### src/qpt_pkg.sv
// Package for the quantized probability table.
// Field widths, fixed-point constants, command codes and the control/status
// structs shared by the controller and the datapath. No dependencies.
package qpt_pkg;

  localparam int TID_W         = 10;
  localparam int PROB_W        = 25;
  localparam int FRAC_OUT_W    = 16;
  localparam int COUNT_W       = 11;
  localparam int SUPPORT_W     = 27;
  localparam int SUPPORT_OUT_W = 26;
  // Number of fraction bits in the Q24 probability format.
  localparam int PROB_FRAC_W   = 24;

  localparam logic [PROB_W-1:0] PROB_ONE = 25'd16777216;

  typedef enum logic {
    CMD_INSERT = 1'b0,
    CMD_QUERY  = 1'b1
  } command_e;

  // Commands from the controller to the datapath.
  typedef struct packed {
    logic clear_step;
    logic accept;
    logic exec;
  } dp_cmd_t;

  // Status from the datapath to the controller.
  typedef struct packed {
    logic clear_last;
    logic out_free;
  } dp_sts_t;

endpackage

### src/qpt_ctrl.sv
// Controller of the quantized probability table: clearing pass after reset,
// word accept and execute sequencing. Depends on qpt_pkg.
module qpt_ctrl (
  input  logic             clk_i,
  input  logic             rst_ni,
  input  logic             in_valid_i,
  output logic             in_ready_o,
  input  qpt_pkg::dp_sts_t sts_i,
  output qpt_pkg::dp_cmd_t cmd_o
);
  import qpt_pkg::*;

  localparam logic [1:0] S_CLEAR = 2'd0;
  localparam logic [1:0] S_IDLE  = 2'd1;
  localparam logic [1:0] S_EXEC  = 2'd2;

  logic [1:0] state_q, state_d;

  always_comb begin
    state_d    = state_q;
    in_ready_o = 1'b0;
    cmd_o      = '0;
    unique case (state_q)
      S_CLEAR: begin
        cmd_o.clear_step = 1'b1;
        if (sts_i.clear_last) state_d = S_IDLE;
      end
      S_IDLE: begin
        in_ready_o   = 1'b1;
        cmd_o.accept = in_valid_i;
        if (in_valid_i) state_d = S_EXEC;
      end
      S_EXEC: begin
        // Wait until the output register can take the new result word.
        if (sts_i.out_free) begin
          cmd_o.exec = 1'b1;
          state_d    = S_IDLE;
        end
      end
      default: state_d = S_CLEAR;
    endcase
  end

  always_ff @(posedge clk_i or negedge rst_ni) begin
    if (!rst_ni) begin
      state_q <= S_CLEAR;
    end else begin
      state_q <= state_d;
    end
  end

endmodule

### config.mk
export PLATFORM = sky130hd
export DESIGN_NAME = qpt_ctrl
export DESIGN_NICKNAME = d
export VERILOG_FILES = /design/src/qpt_pkg.sv /design/src/qpt_ctrl.sv
export SDC_FILE = /design/constraint.sdc
export NUM_CORES = 1
export LEC_CHECK = 0
export BUFFER_PORTS_ARGS = -buffer_cell sky130_fd_sc_hd__buf_2
export CORE_AREA = 2 2 39 41
export DETAILED_ROUTE_END_ITERATION = 7
export DIE_AREA = 0 0 41 43
export GPL_ROUTABILITY_DRIVEN = 1
export SYNTH_ARGS = -nofsm -noshare
export SYNTH_HDL_FRONTEND = slang
export SYNTH_SLANG_ARGS = --single-unit
### constraint.sdc
create_clock -name clk_i -period 1.1 [get_ports clk_i]
set_clock_uncertainty 0.2 [all_clocks]
set_input_delay 0.22 -clock clk_i [delete_from_list [all_inputs] [get_ports clk_i]]
set_output_delay 0.22 -clock clk_i [all_outputs]
set_load 0.02 [all_outputs]
[Word-level counts from Yosys, hierarchy flattened]
Index checks and enable logic that the tools add are counted.
Word-level totals
  register bits after elaboration: 2
  input port bits: 5
  output and inout port bits: 4
  word-level logic and storage cells: 17
Operators by class
  equality and inequality tests: 5
  mux-type cells: 9
  reductions and logical operators: 2
Operators by type and width (number)
  $mux W2: 3
  $ne A2 B2 Y1 const B: 3
  $pmux W2 S3: 1
  $mux W1: 5
  $reduce_and A3 Y1: 1
  $eq A2 B1 Y1 const B: 1
  $eq A2 B2 Y1 const B: 1
  $logic_not A2 Y1: 1

[Logic depth before layout (Yosys ltp)]
  depth after elaboration: 3
  gate-level depth with buffers: 2
  mapped depth without buffers: 2

[Least setup slack after synthesis]
OpenSTA, ideal clock, no wires.
  kind: reg2reg
  start point: register state_q[0]
  end point: register state_q[1]
  buffers on the path: 0
  required time: 776 ps
  arrival: 890 ps
  stages on the path, launching flop included: 3
  setup slack: -114 ps
  library setup time: 124 ps
  clock period less this slack: 1214 ps
  cell sequence: dfrtp_1 > and3b_1 > or2_1
On the way
  longest elaborated chain between the ends: 3
  elaborated cells between the ends (all ways): 8
  classes of those cells: 5 x eq/ne; 1 x mux; 2 x reduce/logical
Ends and longest elaborated chain
  start: declaration: line qpt_ctrl.sv:17  | logic [1:0] state_q, state_d;
  start signal: assignment: line qpt_ctrl.sv:48  | state_q <= state_d;
  $eq A2 B2 Y1, or another cell as far along: line qpt_ctrl.sv:23  | unique case (state_q)
  $ne A2 B2 Y1 (no line)
  $reduce_and A3 Y1 (no line)
Parallel ways exist; a longest one is shown, timed or not.
A chain may end at the register's enable or synchronous reset.

==> impl_metrics.tcl <==
set metrics [dict create \
    worstMarginPinSlew_ns 0.1643 \
    routed_via_density 3.262 \
    slew_violations 0 \
    ir_drop_mv 0.4443 \
    drc_errors 0 \
    maxCapViolCount 0 \
    drive_gt1_frac 0.5769 \
    path_buf_inv 1 \
    clockBufferDepth 2 \
    ff_latch_area_um2 50.05 \
    grt_pass1_wl_um 496 \
    ys_seq_area_frac 0.4348 \
    wire_per_inst_um 8.381 \
    yosysTopAreaCell "dfrtp_1" \
    area_growth_pct 109.8 \
    die_h_um 43 \
    fin_nets 33 \
    worst_hold_slack_ns 0.07499 \
    internal_power_mw 0.4400 \
    drtIter0Drc 2 \
    ys_ff_latch 2 \
    first_pass_iters 2 \
    top_register "state_q" \
    worst-path-max-fanout 5 \
    die_w_um 41 \
    htree_levels 1 \
    root_buffer "clkbuf_4" \
    die-area_mm2 0.001763 \
    floorplan.initialDensity 0.08318 \
    fin_crit_ns 1.432 \
    grt_overflow 0 \
    cts_buffers 3 \
    syn_area_per_cell_um2 9.593 \
    cp.required_ns 0.68 \
    boundaryPins 9 \
    place_area_um2 191.4 \
    wl_um 352 \
    p_sw_mw 0.2593 \
    holdCritStartpoint "in_valid_i" \
    pwr-share-seq 0.218 \
    fill_cells 159 \
    port_buffers 8 \
    setup_viol 6 \
    r2r_start "state_q[0]$_DFFE_PN0P_" \
    synth_area_um2 115.1 \
    insertion_delay_ns 0.22 \
    core_mm2 0.001384 \
    synth_area_leaders "dfrtp_1, mux2i_1, and2b_2" \
    p_leak_nw 0.1230 \
    final_cell_mix "buf_2, buf_4, clkbuf_4" \
    hold_viol 0 \
    yosysUniqueCellTypes 10 \
    synth_cells 12 \
    final_cell_area_um2 241.5 \
    crit_arrival_ns 1.01 \
    setup_ws_ns -0.3316 \
    reg2reg_to "state_q[1]$_DFFE_PN0P_" \
    rrSetupSlack_ns -0.08 \
    grt_max_degree 6 \
    r2r_cells 2 \
    hold_path_end "state_q[0]$_DFFE_PN0P_" \
    rsz0062_at_grt "true" \
    top_regs "state_q (2)" \
    numClockSinks 2 \
    cts_tree "yes" \
    path_clk_slew_ns 0.03 \
    largest_reg_flops 2 \
    grtUsageTotal 0.04910 \
    num_rows 14 \
    grt_pass1_vias 150 \
    fmax_mhz 698.5 \
    power_mw 0.6993 \
    outcome "finished with violations" \
    crit_family "flip-flops" \
    worstSetupPathType "reg -> out" \
    slowest_delay_ns 0.41 \
    yosys_warnings 0 \
    critPathLaunchType "flip-flop" \
    power.density_mw_per_mm2 2896 \
    cp-end-kind "output pin" \
    whs_path_depth 3 \
    ant_nets 0 \
    period_share 1.301 \
    antenna_found_initial 0 \
    netlist.area_leader.share 0.4348 \
    maxSlewHeadroom 0.8902 \
    violations "setup timing" \
    p_comb_frac 0.548 \
    gp_congestion 0.6282 \
    syn-num-nets 17 \
    clock_power_share 0.233 \
    switching_share 0.3708 \
    dpl.hpwl_um 250.4 \
    n_antenna_cell 0 \
    multi_input_comb_area_um2 62.56 \
    cp_cell_sequence "and3b_2, buf_6" \
    via_count 137 \
    worstHoldPathType "in -> reg" \
    slowest_stage "dfrtp_1" \
]
synthesized netlist by cell type:
| cell type | count |
|---|---|
| dfrtp_1 | 2 |
| nor2_1 | 2 |
| and2b_2 | 1 |
| and3b_1 | 1 |
| inv_1 | 1 |
| mux2i_1 | 1 |
| nand2_1 | 1 |
| nor3b_1 | 1 |
| o2bb2ai_1 | 1 |
| or2_1 | 1 |
worst min-delay path, stage by stage:
cell	delay, ns
buf_2	0.08
inv_1	0.03
o2bb2ai_1	0.11
per-stage QoR:
step	setup slack [ns]	instances	TNS, ns	utilization
final	-0.3316	42	-1.301	0.1745
after global routing	-0.3783	42	-1.613	0.1745
after CTS	-0.3326	42	-1.317	0.1745
after detailed placement	-0.1179	38	-0.3868	0.1383
after global placement	-0.1212	38	-0.3486	0.1383
after floorplan	-0.07772	12	-0.1783	-
what timing repair did:
action,CTS,global route
resized for setup,6,0
endpoints found under the hold margin,2,0
setup endpoints to repair,6,6
buffers inserted,0,0
hold buffers,1,0
pin swaps,2,4
worst max path at each step:
stage | startpoint | end | cells after the start
6_report | state_q[1]$_DFFE_PN0P_ | cmd_o[1] | 2
3_5_place_dp | state_q[1]$_DFFE_PN0P_ | cmd_o[1] | 2
5_1_grt | state_q[1]$_DFFE_PN0P_ | cmd_o[1] | 2
2_1_floorplan | state_q[1]$_DFFE_PN0P_ | state_q[1]$_DFFE_PN0P_ | 2
3_3_place_gp | state_q[1]$_DFFE_PN0P_ | cmd_o[1] | 2
4_1_cts | state_q[1]$_DFFE_PN0P_ | cmd_o[2] | 3
routing by layer:
| metal | GRT usage | share of wire |
|---|---|---|
| met5 | 0 | 0 |
| met4 | 0.08000 | 0.031 |
| met2 | 0.05938 | 0.43 |
| met3 | 0.02618 | 0.099 |
| met1 | 0.04153 | 0.44 |
cells by family after synthesis:
kind of cell	after synthesis	share of synthesized area
buffers and inverters	1	0.03258
flip-flops	2	0.4348
AO/OA/AOI/OAI	1	0.07610
multiplexers	1	0.08696
AND/OR/NAND/NOR	7	0.3696
power by group through the flow:
stage / registers, mW / clock network (mW) / logic (mW)
floorplan: 0.146 / 0 / 0.182
global placement: 0.149 / 0 / 0.314
detailed placement: 0.150 / 0 / 0.320
CTS: 0.149 / 0.169 / 0.389
global route: 0.159 / 0.176 / 0.416
finish: 0.153 / 0.163 / 0.383
layout make-up:
class                           instances  area share
Timing Repair Buffer                   11      0.3420
Sequential cell                         2      0.2073
Tap cell                               16     0.08290
Multi-Input combinational cell          9      0.2591
Inverter                                1     0.01554
Clock buffer                            3     0.09326
No activity file was read; power rests on OpenSTA's default activity.
